--- src/sv/u8vbs_pkg.sv ---
package u8vbs_pkg;

    // configuration register indexes
    localparam logic CFG_FATAL_MODE = 1'b0;
    localparam logic CFG_KEEP_BOM   = 1'b1;

    localparam logic [7:0] BYTE_EF   = 8'hEF;
    localparam logic [7:0] BYTE_BB   = 8'hBB;
    localparam logic [7:0] BYTE_BF   = 8'hBF;
    localparam logic [7:0] ASCII_LIM = 8'h80;
    localparam logic [7:0] LEAD_2B   = 8'hC2;
    localparam logic [7:0] LEAD_3B   = 8'hE0;
    localparam logic [7:0] LEAD_SURR = 8'hED;
    localparam logic [7:0] LEAD_4B   = 8'hF0;
    localparam logic [7:0] LEAD_MAX  = 8'hF4;
    localparam logic [7:0] CONT_MASK = 8'hC0;
    localparam logic [7:0] CONT_TAG  = 8'h80;
    localparam logic [7:0] CONT_A0   = 8'hA0;
    localparam logic [7:0] CONT_90   = 8'h90;
    localparam logic [7:0] CONT_8F   = 8'h8F;

    typedef struct packed {
        logic [7:0] data_byte;
        logic       last_byte;
    } t_in;

    typedef struct packed {
        logic [7:0] out_byte;
        logic       out_present;
        logic       run_last;
        logic       buffer_done;
        logic       invalid_text;
    } t_out;

    typedef enum logic [3:0] {
        BOM_START = 4'b0001,
        BOM_EF    = 4'b0010,
        BOM_EFBB  = 4'b0100,
        BOM_PAST  = 4'b1000
    } t_bom;

    // allowed range of the byte after a lead
    typedef enum logic [2:0] {
        RULE_ANY   = 3'd0,
        RULE_A0_BF = 3'd1,
        RULE_80_9F = 3'd2,
        RULE_90_BF = 3'd3,
        RULE_80_8F = 3'd4
    } t_rule;

    typedef struct packed {
        logic [1:0] cont_left;
        t_rule      rule;
        logic       err;
    } t_chk;

    function automatic t_chk check_byte(t_chk s, logic [7:0] b);
        t_chk r;
        logic ok;
        r  = s;
        ok = 1'b1;
        if (s.cont_left != 2'd0) begin
            ok = ((b & CONT_MASK) == CONT_TAG);
            unique case (s.rule)
                RULE_A0_BF: if (b < CONT_A0) ok = 1'b0;
                RULE_80_9F: if (b >= CONT_A0) ok = 1'b0;
                RULE_90_BF: if (b < CONT_90) ok = 1'b0;
                RULE_80_8F: if (b > CONT_8F) ok = 1'b0;
                default: ;
            endcase
            r.rule = RULE_ANY;
            if (ok) begin
                r.cont_left = s.cont_left - 2'd1;
            end else begin
                r.err       = 1'b1;
                r.cont_left = 2'd0;
            end
        end
        // a byte that breaks a sequence is retried as a lead
        if (s.cont_left == 2'd0 || !ok) begin
            priority if (b < ASCII_LIM) begin
            end else if (b < LEAD_2B) begin
                r.err = 1'b1;
            end else if (b < LEAD_3B) begin
                r.cont_left = 2'd1;
            end else if (b < LEAD_4B) begin
                r.cont_left = 2'd2;
                if (b == LEAD_3B) r.rule = RULE_A0_BF;
                else if (b == LEAD_SURR) r.rule = RULE_80_9F;
            end else if (b <= LEAD_MAX) begin
                r.cont_left = 2'd3;
                if (b == LEAD_4B) r.rule = RULE_90_BF;
                else if (b == LEAD_MAX) r.rule = RULE_80_8F;
            end else begin
                r.err = 1'b1;
            end
        end
        return r;
    endfunction

endpackage

--- src/sv/utf8_validate_bom_strip.sv ---
// utf-8 filter: validates the text and strips a leading bom unless keep_bom
//
// input channel: one byte of a buffer per word, last_byte set on the final
// byte. output channel: one result word per cycle unless stalled, up to three
// results per input byte (held bom bytes plus the current byte), run_last on
// the last of them, buffer_done and invalid_text on the buffer's final result
// config port: i_cfg_we writes fatal_mode (index 0) or keep_bom (index 1)
// an accepted byte waits in r_in, then its results go into the result queue
// throughput: one byte per cycle while the receiver is ready and each byte
// gives one result; a byte that releases held bom bytes gives two or three
// results, and the single read side of the four-entry queue then sets the pace
// reset clears the bom tracker, the checker state, both config registers
// and the queue. when the receiver stalls, the queue fills up to its depth,
// and ready goes low while a byte waits with two or more results queued
module utf8_validate_bom_strip (
    input  logic             i_clk,
    input  logic             i_rst_n,
    input  logic             i_in_valid,
    output logic             o_in_ready,
    input  u8vbs_pkg::t_in   i_in_data,
    output logic             o_out_valid,
    input  logic             i_out_ready,
    output u8vbs_pkg::t_out  o_out_data,
    input  logic             i_cfg_we,
    input  logic             i_cfg_idx,
    input  logic             i_cfg_wdata
);
    import u8vbs_pkg::*;

    logic       r_fatal_mode;
    logic       r_keep_bom;
    logic       r_in_vld;
    t_in        r_in;
    t_bom       r_bom;
    t_bom       n_bom;
    t_chk       r_chk;
    t_chk       n_chk;
    t_out       r_q [4];
    t_out       n_q [4];
    logic [2:0] r_cnt;
    logic [2:0] n_cnt;

    logic       move;
    logic       pop;
    t_out       v_res [3];
    logic [1:0] v_n;

    assign move        = r_in_vld && (r_cnt <= 3'd1);
    assign pop         = (r_cnt != 3'd0) && i_out_ready;
    assign o_in_ready  = !r_in_vld || (r_cnt <= 3'd1);
    assign o_out_valid = (r_cnt != 3'd0);
    assign o_out_data  = r_q[0];

    // result list and next state for the registered byte
    always_comb begin
        logic [7:0] v_byte [3];
        logic       v_pres [3];
        logic       v_last;
        logic       v_bad;
        t_chk       v_chk;
        v_last = r_in.last_byte;
        v_chk  = r_chk;
        v_n    = 2'd0;
        n_bom  = r_bom;
        for (int k = 0; k < 3; k++) begin
            v_byte[k] = 8'h00;
            v_pres[k] = 1'b1;
        end
        unique case (r_bom)
            BOM_START: begin
                if (!r_keep_bom && r_in.data_byte == BYTE_EF) begin
                    n_bom = BOM_EF;
                end else begin
                    n_bom     = BOM_PAST;
                    v_byte[0] = r_in.data_byte;
                    v_n       = 2'd1;
                end
            end
            BOM_EF: begin
                if (r_in.data_byte == BYTE_BB) begin
                    n_bom = BOM_EFBB;
                end else begin
                    n_bom     = BOM_PAST;
                    v_byte[0] = BYTE_EF;
                    v_byte[1] = r_in.data_byte;
                    v_n       = 2'd2;
                end
            end
            BOM_EFBB: begin
                n_bom = BOM_PAST;
                if (r_in.data_byte != BYTE_BF) begin
                    v_byte[0] = BYTE_EF;
                    v_byte[1] = BYTE_BB;
                    v_byte[2] = r_in.data_byte;
                    v_n       = 2'd3;
                end
            end
            default: begin
                v_byte[0] = r_in.data_byte;
                v_n       = 2'd1;
            end
        endcase
        // release held bytes at buffer end, only reached with nothing emitted
        if (v_last) begin
            if (n_bom == BOM_EF) begin
                v_byte[0] = BYTE_EF;
                v_n       = 2'd1;
            end else if (n_bom == BOM_EFBB) begin
                v_byte[0] = BYTE_EF;
                v_byte[1] = BYTE_BB;
                v_n       = 2'd2;
            end
            if (v_n == 2'd0) begin
                v_pres[0] = 1'b0;
                v_n       = 2'd1;
            end
        end
        for (int k = 0; k < 3; k++) begin
            if (2'(k) < v_n && v_pres[k]) v_chk = check_byte(v_chk, v_byte[k]);
        end
        v_bad = v_chk.err || (v_chk.cont_left != 2'd0);
        for (int k = 0; k < 3; k++) begin
            v_res[k].out_byte     = v_byte[k];
            v_res[k].out_present  = v_pres[k];
            v_res[k].run_last     = (2'(k) == v_n - 2'd1);
            v_res[k].buffer_done  = v_last && (2'(k) == v_n - 2'd1);
            v_res[k].invalid_text = v_last && (2'(k) == v_n - 2'd1) && r_fatal_mode && v_bad;
        end
        if (v_last) begin
            n_bom           = BOM_START;
            n_chk.cont_left = 2'd0;
            n_chk.rule      = RULE_ANY;
            n_chk.err       = 1'b0;
        end else begin
            n_chk = v_chk;
        end
    end

    // result queue: pop from the head, append behind what remains
    always_comb begin
        logic [2:0] v_pos;
        v_pos = 3'd0;
        n_q   = r_q;
        n_cnt = r_cnt;
        if (pop) begin
            for (int k = 0; k < 3; k++) n_q[k] = r_q[k + 1];
            n_cnt = r_cnt - 3'd1;
        end
        if (move) begin
            for (int k = 0; k < 3; k++) begin
                if (2'(k) < v_n) begin
                    v_pos             = n_cnt + 3'(k);
                    n_q[v_pos[1:0]]   = v_res[k];
                end
            end
            n_cnt = n_cnt + {1'b0, v_n};
        end
    end

    always_ff @(posedge i_clk) begin
        if (!i_rst_n) begin
            r_fatal_mode <= 1'b0;
            r_keep_bom   <= 1'b0;
            r_in_vld     <= 1'b0;
            r_bom        <= BOM_START;
            r_chk        <= '{cont_left: 2'd0, rule: RULE_ANY, err: 1'b0};
            r_cnt        <= 3'd0;
        end else begin
            if (i_cfg_we) begin
                unique case (i_cfg_idx)
                    CFG_FATAL_MODE: r_fatal_mode <= i_cfg_wdata;
                    CFG_KEEP_BOM:   r_keep_bom   <= i_cfg_wdata;
                    default: ;
                endcase
            end
            if (i_in_valid && o_in_ready) begin
                r_in_vld <= 1'b1;
            end else if (move) begin
                r_in_vld <= 1'b0;
            end
            if (move) begin
                r_bom <= n_bom;
                r_chk <= n_chk;
            end
            r_cnt <= n_cnt;
        end
    end

    always_ff @(posedge i_clk) begin
        if (i_in_valid && o_in_ready) r_in <= i_in_data;
        r_q <= n_q;
    end

endmodule

--- config.mk ---
export PLATFORM = sky130hd
export DESIGN_NAME = utf8_validate_bom_strip
export DESIGN_NICKNAME = d
export VERILOG_FILES = /design/src/sv/u8vbs_pkg.sv /design/src/sv/utf8_validate_bom_strip.sv
export SDC_FILE = /design/constraint.sdc
export NUM_CORES = 1
export LEC_CHECK = 0
export ABC_AREA = 1
export BUFFER_PORTS_ARGS = -buffer_cell sky130_fd_sc_hd__buf_2
export CAP_MARGIN = 20
export CORE_MARGIN = 2
export CORE_UTILIZATION = 40
export DETAILED_ROUTE_END_ITERATION = 10
export PLACE_DENSITY = 0.52
export SYNTH_ARGS = -nofsm -noshare
export SYNTH_HDL_FRONTEND = slang
export SYNTH_SLANG_ARGS = --single-unit
--- constraint.sdc ---
create_clock -name i_clk -period 13.81 [get_ports i_clk]
set_clock_uncertainty 0.2 [all_clocks]
set_input_delay 2.762 -clock i_clk [delete_from_list [all_inputs] [get_ports i_clk]]
set_output_delay 2.762 -clock i_clk [all_outputs]
set_load 0.05 [all_outputs]
==> impl_metrics.json, run 1 <==
{
  "vias_per_cell": 5.601,
  "tightest_slew_ns": 1.026,
  "path_cells": "buf_2 > nand2_2 > buf_4 > xor2_1 > inv_1 > nor2_1 > inv_1 > nor2_1 > inv_1 > o21ai_0 > nand2_1 > o211ai_1 > o21ai_0",
  "fmax_mhz": 157.2,
  "hold_class": "flip-flop to flip-flop",
  "core_area_um2": 15090,
  "drive_gt1_share_pct": 12.42,
  "worstPathArrival_ns": 6.37,
  "critPathMaxStageDelay_ns": 0.88,
  "fin_crit_sh_pct": 46.08,
  "run_status": "complete, no violations",
  "grt.overflow.total": 0,
  "grt_pass1_vias": 6262,
  "ctsLongestPathBuffers": 2,
  "clk_pin_slew_ns": 0.06,
  "fin_tns_setup_ns": 0,
  "synth.avg_cell_area_um2": 6.379,
  "cts_setup_buffers": 0,
  "cts.sinks": 73,
  "cts_root_buf": "clkbuf_16",
  "clock_latency_ns": 0.35,
  "dr.pass1.iters": 5,
  "end_kind": "flip-flop",
  "antenna_found_initial": 0,
  "start_util_pct": 40.75,
  "cp_top_family": "simple AND/OR/NAND/NOR gates",
  "diodes": 0,
  "final_util_pct": 44.39,
  "routabilityCongestion": 0.9154,
  "grt_pass1_wl_mm": 33.38,
  "numCtsBuffers": 9,
  "area_growth_pct": 8.911,
  "cts_tree": "yes",
  "remaining_drc_errors": 0,
  "track_usage_pct": 26.43,
  "ys_ff_latch": 73,
  "grt_max_degree": 73,
  "cp.buffers_inverters": 5,
  "drt-initial-drc-count": 594,
  "cp_slowest_cell": "nor2_1",
  "slew_headroom_pct": 31.35,
  "peakVddDrop_uv": 113.8,
  "setup_viol": 0,
  "power.leakage_nw": 3.015,
  "htree_levels": 3,
  "worst_slack_ns": 7.447,
  "slew_violations": 0,
  "drt_wl_total_mm": 20.82,
  "yosysUniqueCellTypes": 49,
  "row_count": 45,
  "die_area_um2": 16380,
  "ys_async_sr_fraction_pct": 0,
  "die_h_um": 128.0,
  "synth_cells": 964,
  "criticalPathCategory": "primary input to flip-flop",
  "crit_path_start_kind": "primary input",
  "hpwl_mm": 15.72,
  "worst-path-max-fanout": 57,
  "cts_resized": 0,
  "final_nets": 993,
  "hold_viol_final": 0,
  "crit_top_cell": "inv_1",
  "cellPowerDensity_nw_per_um2": 240.7,
  "chipWidth_um": 128.0,
  "vias": 6508,
  "wl_per_cell_um": 17.92,
  "netlist_area_um2": 6150,
  "synth_edf_count": 21,
  "yosysWarningCount": 0,
  "synth-main-ff-cell": "dfxtp_1",
  "synth_seq_area_share_pct": 27.18,
  "rsz0062_at_grt": "no",
  "io_buffers": 29,
  "ctsHoldBuffers": 0,
  "required_ns": 13.81,
  "place_ws_ns": 7.143,
  "synth_fp_nets": 988,
  "postRouteAntennaNets": 0,
  "cap_viol_max_count": 0,
  "ioPinCount": 30,
  "post-route-min-period_ns": 6.363
}
-- cell type report --
class,count,area [um^2]
clock buffer,10,229.0
timing repair buffer,40,227.7
clock inverter,6,82.58
inverter,131,494.2
fill,1654,8392
tap,188,235.2
sequential,73,1672
multi-input combinational,714,3757
-- metal layers --
metal  GRT usage [%]  up-vias  part of all wire [%]
met3           4.090       43                   5.5
met1           34.45     2994                    45
met4           10.80        0                   2.9
met2           43.76      232                    46
met5               0        -                     0
li1                -     3239                     -
-- registers in the layout, indices dropped and copies added (netlist names) --
signal and cells:
r_in_vld 1, r_chk 6, r_in 9, o_out_data 12, r_fatal_mode 1, r_cnt 3, r_q 36, r_keep_bom 1
r_bom 4
-- placed cells by master, fill, tap and decap left out, drive strengths merged, types with 4 or more instances in the layout --
master / instances
a211oi: 17
a21oi: 81
a22oi: 4
buf: 40
clkbuf: 10
clkinv: 10
dfxtp: 52
edfxtp: 21
ha: 7
inv: 125
mux2i: 18
nand2: 220
nand3: 55
nand4: 14
nor2: 124
nor3: 8
o211ai: 14
o21ai: 111
o221ai: 14
o22ai: 5
or2: 5
-- worst paths after layout --
path	startpoint	endpoint	slack [ns]	cells after the start
worst max-delay path	i_out_ready	o_out_data[4]$_DFF_P_	7.45	13
worst min-delay path	r_chk[0]$_SDFFE_PN0P_	r_chk[0]$_SDFFE_PN0P_	0.29	2
worst max register to register	r_in[6]$_DFFE_PP_	r_q[0]$_DFFE_PP_	7.85	35
worst min register to register	r_chk[0]$_SDFFE_PN0P_	r_chk[0]$_SDFFE_PN0P_	0.29	2
-- cells in the mapped netlist (all sizes together) (14+ instances only) --
cell    instances  area share [%]
a211oi         17             2.1
nand3          55             5.9
mux2i          18             2.9
o221ai         14             2.0
nand4          14             1.4
clkbuf         25             1.5
buf            21             2.3
o21ai         111             9.0
dfxtp          52              17
o211ai         14             1.7
nand2         220              15
edfxtp         21              10
inv           125             7.7
a21oi          81             6.7
nor2          124             8.5
-- worst reg2reg max path: cells and delay by family, from the launching register on --
family | cells | cell delay [ns]
AO/OA/AOI/OAI | 4 | 0.70
adder cells (fa/ha/maj) | 2 | 0.53
buffers and inverters | 6 | 0.63
flip-flops | 1 | 0.54
AND/OR/NAND/NOR | 23 | 3.10
-- kinds of logic (layout without fill, tap and decap cells) --
family | after synthesis | in the layout | share of synthesized area, %
XOR/XNOR | 2 | 2 | 0.2849
AO/OA/AOI/OAI | 258 | 258 | 24.05
adder cells (fa/ha/maj) | 8 | 8 | 1.750
multiplexers | 18 | 18 | 2.930
AND/OR/NAND/NOR | 428 | 428 | 31.92
flip-flops | 73 | 73 | 27.18
buffers and inverters | 177 | 187 | 11.88
-- through the flow --
step	power (mW)	hold slack, ns	instance area, um^2	instances
2_1_floorplan	1.144	0.2456	6150	964
4_1_cts	1.612	0.2904	6690	1161
3_3_place_gp	1.350	0.2670	6379	1145
6_report	1.612	0.2904	6698	1162
5_1_grt	1.770	0.3030	6698	1162
3_5_place_dp	1.355	0.2813	6379	1145
-- power breakdown --
group | internal [mW] | switching (mW) | total, mW
clock network | 0.157 | 0.0980 | 0.255
registers | 0.313 | 0.0451 | 0.358
logic | 0.323 | 0.676 | 0.999
Power figures use the tool's default switching activity.
==> run 2: changes to the inputs <==
--- a/config.mk
+++ b/config.mk
@@ -11,7 +11,7 @@
 export CORE_MARGIN = 2
 export CORE_UTILIZATION = 40
 export DETAILED_ROUTE_END_ITERATION = 10
-export PLACE_DENSITY = 0.52
+export PLACE_DENSITY = 0.54
 export SYNTH_ARGS = -nofsm -noshare
 export SYNTH_HDL_FRONTEND = slang
 export SYNTH_SLANG_ARGS = --single-unit
==> constraint.sdc (replaced) <==
create_clock -name i_clk -period 5.8 [get_ports i_clk]
set_clock_uncertainty 0.2 [all_clocks]
set_input_delay 1.16 -clock i_clk [delete_from_list [all_inputs] [get_ports i_clk]]
set_output_delay 1.16 -clock i_clk [all_outputs]
set_load 0.05 [all_outputs]
==> run 2 against run 1 <==
Net effect: die area is the same; routed wire length up 0.29%; final area grew 0.49%; critical endpoint is now r_q[0]$_DFFE_PP_; worst setup slack worse by 6.9 ns; largest cell class unchanged.
==> impl_metrics.json, run 2 (synthesis gave the netlist of run 1 again) <==
{
  "mostFrequentLayoutCells": "202 x nand2_1, 110 x inv_1, 109 x nor2_1",
  "fin_crit_sh_pct": 89.95,
  "peakVddDrop_uv": 190.3,
  "hold_viol_final": 0,
  "area_growth_pct": 9.440,
  "cts_tree": "yes",
  "final_common_cell": "nand2_1",
  "crit_top_cell": "nand2_1",
  "drt_wl_total_mm": 20.88,
  "hpwl_mm": 15.87,
  "wl_per_cell_um": 17.91,
  "grt_pass1_wl_mm": 33.22,
  "grt.overflow.total": 0,
  "vias_per_cell": 5.590,
  "drive_gt1_share_pct": 12.69,
  "fmax_mhz": 191.7,
  "worstPathArrival_ns": 5.11,
  "postPlaceCellArea_um2": 6409,
  "setup_viol": 0,
  "slew_violations": 0,
  "regMostFlops": "r_q",
  "grt_pass1_vias": 6236,
  "worst-path-max-fanout": 22,
  "track_usage_pct": 26.09,
  "chipWidth_um": 128.0,
  "worst_slack_ns": 0.5830,
  "core_area_um2": 15090,
  "start_util_pct": 40.75,
  "die_h_um": 128.0,
  "critPathMaxStageDelay_ns": 0.44,
  "numCtsBuffers": 9,
  "cp_slowest_cell": "edfxtp_1",
  "cts_resized": 0,
  "placedCellCount": 1149,
  "cts_root_buf": "clkbuf_16",
  "rsz0062_at_grt": "no",
  "seq_area_um2": 1672,
  "die_area_um2": 16380,
  "ctsHoldBuffers": 0,
  "required_ns": 5.69,
  "remaining_drc_errors": 0,
  "largest_reg_flops": 36,
  "grt_max_degree": 73,
  "cts.sinks": 73,
  "ctsLongestPathBuffers": 2,
  "multi_input_area_um2": 3762,
  "cellPowerDensity_nw_per_um2": 574.7,
  "run_status": "complete, no violations",
  "fin_cells": 1166,
  "dr.pass1.iters": 5,
  "final_nets": 996,
  "place_ws_ns": 0.5462,
  "final_area_um2": 6730,
  "crit_path_start_kind": "flip-flop",
  "clock_latency_ns": 0.35,
  "tightest_slew_ns": 0.8603,
  "slew_headroom_pct": 42.44,
  "ioPinCount": 30,
  "antenna_found_initial": 0,
  "criticalPathCategory": "flip-flop to flip-flop",
  "drt-initial-drc-count": 581,
  "io_buffers": 29,
  "end_kind": "flip-flop",
  "cap_viol_max_count": 0,
  "n_fill_cell": 1673,
  "vias": 6518,
  "row_count": 45,
  "hold_class": "flip-flop to flip-flop",
  "fin_tns_setup_ns": 0,
  "routabilityCongestion": 0.9691,
  "postRouteAntennaNets": 0,
  "post-route-min-period_ns": 5.217,
  "htree_levels": 3,
  "clk_pin_slew_ns": 0.07,
  "power.leakage_nw": 3.031,
  "cts_setup_buffers": 0
}
-- run 2: cell types whose count changed in the layout (fill, tap and decap cells not counted), moves of 2 or more --
cell and delta:
clkinv_2 -2, bufinv_16 -2, buf_4 +3, clkbuf_16 +2
-- run 2: worst paths after layout --
kind,to,depth (start not counted),start,slack (ns)
hold / removal,r_chk[0]$_SDFFE_PN0P_,2,r_chk[0]$_SDFFE_PN0P_,0.27
hold reg to reg,r_chk[0]$_SDFFE_PN0P_,2,r_chk[0]$_SDFFE_PN0P_,0.27
setup / recovery,r_q[0]$_DFFE_PP_,37,r_in[7]$_DFFE_PP_,0.58
setup reg to reg,r_q[0]$_DFFE_PP_,37,r_in[7]$_DFFE_PP_,0.58
-- run 2: layout make-up --
| type | instances | area share (%) |
|---|---|---|
| Sequential cell | 73 | 24.84 |
| Multi-Input combinational cell | 714 | 55.90 |
| Timing Repair Buffer | 43 | 3.718 |
| Inverter | 131 | 7.343 |
| Antenna cell | 1 | 0.03718 |
| Clock buffer | 14 | 4.406 |
| Tap cell | 188 | 3.495 |
| Clock inverter | 2 | 0.2603 |
-- run 2: layer usage --
metal | part of all wire [%] | global-route usage (%)
met1 | 45 | 33.93
met2 | 46 | 42.53
met3 | 4.8 | 3.965
met4 | 4.2 | 12.41
met5 | 0 | 0
-- run 2: where the power goes --
part / switching [mW] / leakage [nW] / internal (mW)
Clock: 0.240 / 0.153 / 0.356
Combinational: 1.64 / 2.25 / 0.785
Sequential: 0.0989 / 0.632 / 0.745
-- run 2: critical path, delay by kind of cell (launching register included) --
kind / cells / cell delay, ns
adder cells (fa/ha/maj): 2 / 0.47
AO/OA/AOI/OAI: 3 / 0.47
AND/OR/NAND/NOR: 27 / 2.92
buffers and inverters: 5 / 0.45
flip-flops: 1 / 0.44
-- run 2: per-stage QoR --
step | util, % | power, mW | hold slack [ns]
6_report | 44.60 | 3.868 | 0.2706
2_1_floorplan | - | 2.723 | 0.2456
5_1_grt | 44.59 | 4.221 | 0.2840
3_5_place_dp | 42.47 | 3.250 | 0.2664
4_1_cts | 44.55 | 3.858 | 0.2751
3_3_place_gp | 42.47 | 3.259 | 0.2667
==> run 3: changes to the inputs <==
--- a/config.mk
+++ b/config.mk
@@ -6,12 +6,12 @@
 export NUM_CORES = 1
 export LEC_CHECK = 0
 export ABC_AREA = 1
-export BUFFER_PORTS_ARGS = -buffer_cell sky130_fd_sc_hd__buf_2
 export CAP_MARGIN = 20
 export CORE_MARGIN = 2
 export CORE_UTILIZATION = 40
 export DETAILED_ROUTE_END_ITERATION = 10
-export PLACE_DENSITY = 0.54
+export DONT_BUFFER_PORTS = 1
+export PLACE_DENSITY = 0.52
 export SYNTH_ARGS = -nofsm -noshare
 export SYNTH_HDL_FRONTEND = slang
 export SYNTH_SLANG_ARGS = --single-unit
==> run 3 against run 2 <==
Net effect: sequential power is 18% higher; maximum frequency is 0.43% higher; utilization is 1.0 points lower; critical path depth is 1 lower; routed wire length hardly changed; largest cell class unchanged; worst setup slack better by 0.023 ns; clock power is 3% lower; flip-flop and latch count stayed put; clock-buffer cell count is 4 lower; register-to-register slack better by 0.02 ns.
==> impl_metrics.json, run 3 (synthesis gave the netlist of run 1 again) <==
{
  "postPlaceCellArea_um2": 6286,
  "wl_per_cell_um": 18.32,
  "cellPowerDensity_nw_per_um2": 579.6,
  "reg2reg_slack_ns": 0.61,
  "remaining_drc_errors": 0,
  "cts.sinks": 73,
  "numCtsBuffers": 9,
  "area_growth_pct": 6.877,
  "cp_top_family": "simple AND/OR/NAND/NOR gates",
  "run_status": "complete, no violations",
  "vias": 6466,
  "vias_per_cell": 5.677,
  "slew_headroom_pct": 46.51,
  "grt.overflow.total": 0,
  "worst-path-max-fanout": 13,
  "cp.buffers_inverters": 4,
  "diodes": 0,
  "ioPinCount": 30,
  "final_area_um2": 6573,
  "antenna_found_initial": 0,
  "regMostFlops": "r_q",
  "drt-initial-drc-count": 606,
  "design_power_total_mw": 3.809,
  "routabilityCongestion": 0.9428,
  "worst_slack_ns": 0.6056,
  "grt_pass1_wl_mm": 33.35,
  "htree_levels": 3,
  "drive_gt1_share_pct": 10.20,
  "core_area_um2": 15090,
  "p_sw_share_pct": 51.83,
  "power.leakage_nw": 2.916,
  "track_usage_pct": 26.41,
  "hold_viol_final": 0,
  "worstPathArrival_ns": 5.10,
  "cts_root_buf": "clkbuf_16",
  "final_util_pct": 43.56,
  "combPwrFrac_pct": 58.8,
  "end_kind": "flip-flop",
  "setup_viol": 0,
  "switchingPower_mw": 1.974,
  "place_ws_ns": 0.6784,
  "fin_tns_setup_ns": 0,
  "row_count": 45,
  "ctsHoldBuffers": 0,
  "rsz0062_at_grt": "no",
  "cts_resized": 0,
  "grt_max_degree": 73,
  "slew_violations": 0,
  "critPathMaxStageDelay_ns": 0.52,
  "cp_slowest_cell": "edfxtp_1",
  "clk_pin_slew_ns": 0.07,
  "final_nets": 970,
  "fin_crit_sh_pct": 89.56,
  "required_ns": 5.70,
  "crit_top_cell": "nand2_1",
  "crit_path_start_kind": "flip-flop",
  "hpwl_mm": 15.82,
  "p_seq_share_pct": 26.1,
  "ctsLongestPathBuffers": 2,
  "start_util_pct": 40.75,
  "die_h_um": 128.0,
  "hold_class": "flip-flop to flip-flop",
  "io_buffers": 0,
  "fmax_mhz": 192.5,
  "criticalPathCategory": "flip-flop to flip-flop",
  "largest_reg_flops": 36,
  "post-route-min-period_ns": 5.194,
  "drt_wl_total_mm": 20.86,
  "final_common_cell": "nand2_1",
  "chipWidth_um": 128.0,
  "p_int_mw": 1.835,
  "clkPwrFrac_pct": 15.1,
  "dr.pass1.iters": 5,
  "mostFrequentLayoutCells": "202 x nand2_1, 110 x inv_1, 109 x nor2_1",
  "cts_tree": "yes",
  "cap_viol_max_count": 0,
  "cts_setup_buffers": 0,
  "postRouteAntennaNets": 0,
  "grt_pass1_vias": 6091,
  "tightest_slew_ns": 0.7994,
  "peakVddDrop_uv": 223.0,
  "die_area_um2": 16380,
  "clock_latency_ns": 0.36
}
## run 3: cell count changes in the layout (fill, tap and decap cells not counted), moves of 2 or more
cell       before  now
clkbuf_16      11    9
clkinv_1        6    8
buf_2          29    0
buf_4          14   17
## run 3: layout make-up
class	count	area [um^2]
Fill cell	1631	8517
Clock buffer	10	229.0
Clock inverter	6	57.56
Multi-Input combinational cell	714	3757
Sequential cell	73	1672
Timing Repair Buffer	17	127.6
Inverter	131	494.2
Tap cell	188	235.2
## run 3: layer usage
layer  part of all wire (%)  GRT usage, %  up-vias
met5                      0             0        -
met4                    3.8         12.48        0
met3                    5.2         3.548       43
met2                     45         42.78      251
met1                     46         34.90     2983
li1                       -             -     3189
## run 3: stage by stage
stage,hold slack (ns),instances
3_3_place_gp,0.2757,1123
2_1_floorplan,0.2456,964
5_1_grt,0.3211,1139
3_5_place_dp,0.2733,1123
4_1_cts,0.2837,1139
6_report,0.2891,1139
## run 3: tightest hold or removal path: cells and delay by family (launching register included)
kind            cells  cell delay (ns)
compound gates      1             0.05
flops               1             0.33
simple gates        1             0.07
## run 3: final timing paths
path,cells after the start,end,start
setup / recovery,36,r_q[0]$_DFFE_PP_,r_in[6]$_DFFE_PP_
setup reg to reg,36,r_q[0]$_DFFE_PP_,r_in[6]$_DFFE_PP_
hold / removal,2,r_chk[0]$_SDFFE_PN0P_,r_chk[0]$_SDFFE_PN0P_
hold reg to reg,2,r_chk[0]$_SDFFE_PN0P_,r_chk[0]$_SDFFE_PN0P_
## run 3: power by group through the flow
stage | Clock (mW) | Sequential (mW) | Combinational [mW]
finish | 0.576 | 0.993 | 2.24
global placement | 0 | 1.00 | 2.23
global route | 0.597 | 1.02 | 2.54
detailed placement | 0 | 1.01 | 2.21
CTS | 0.577 | 0.994 | 2.22
floorplan | 0 | 0.821 | 1.90
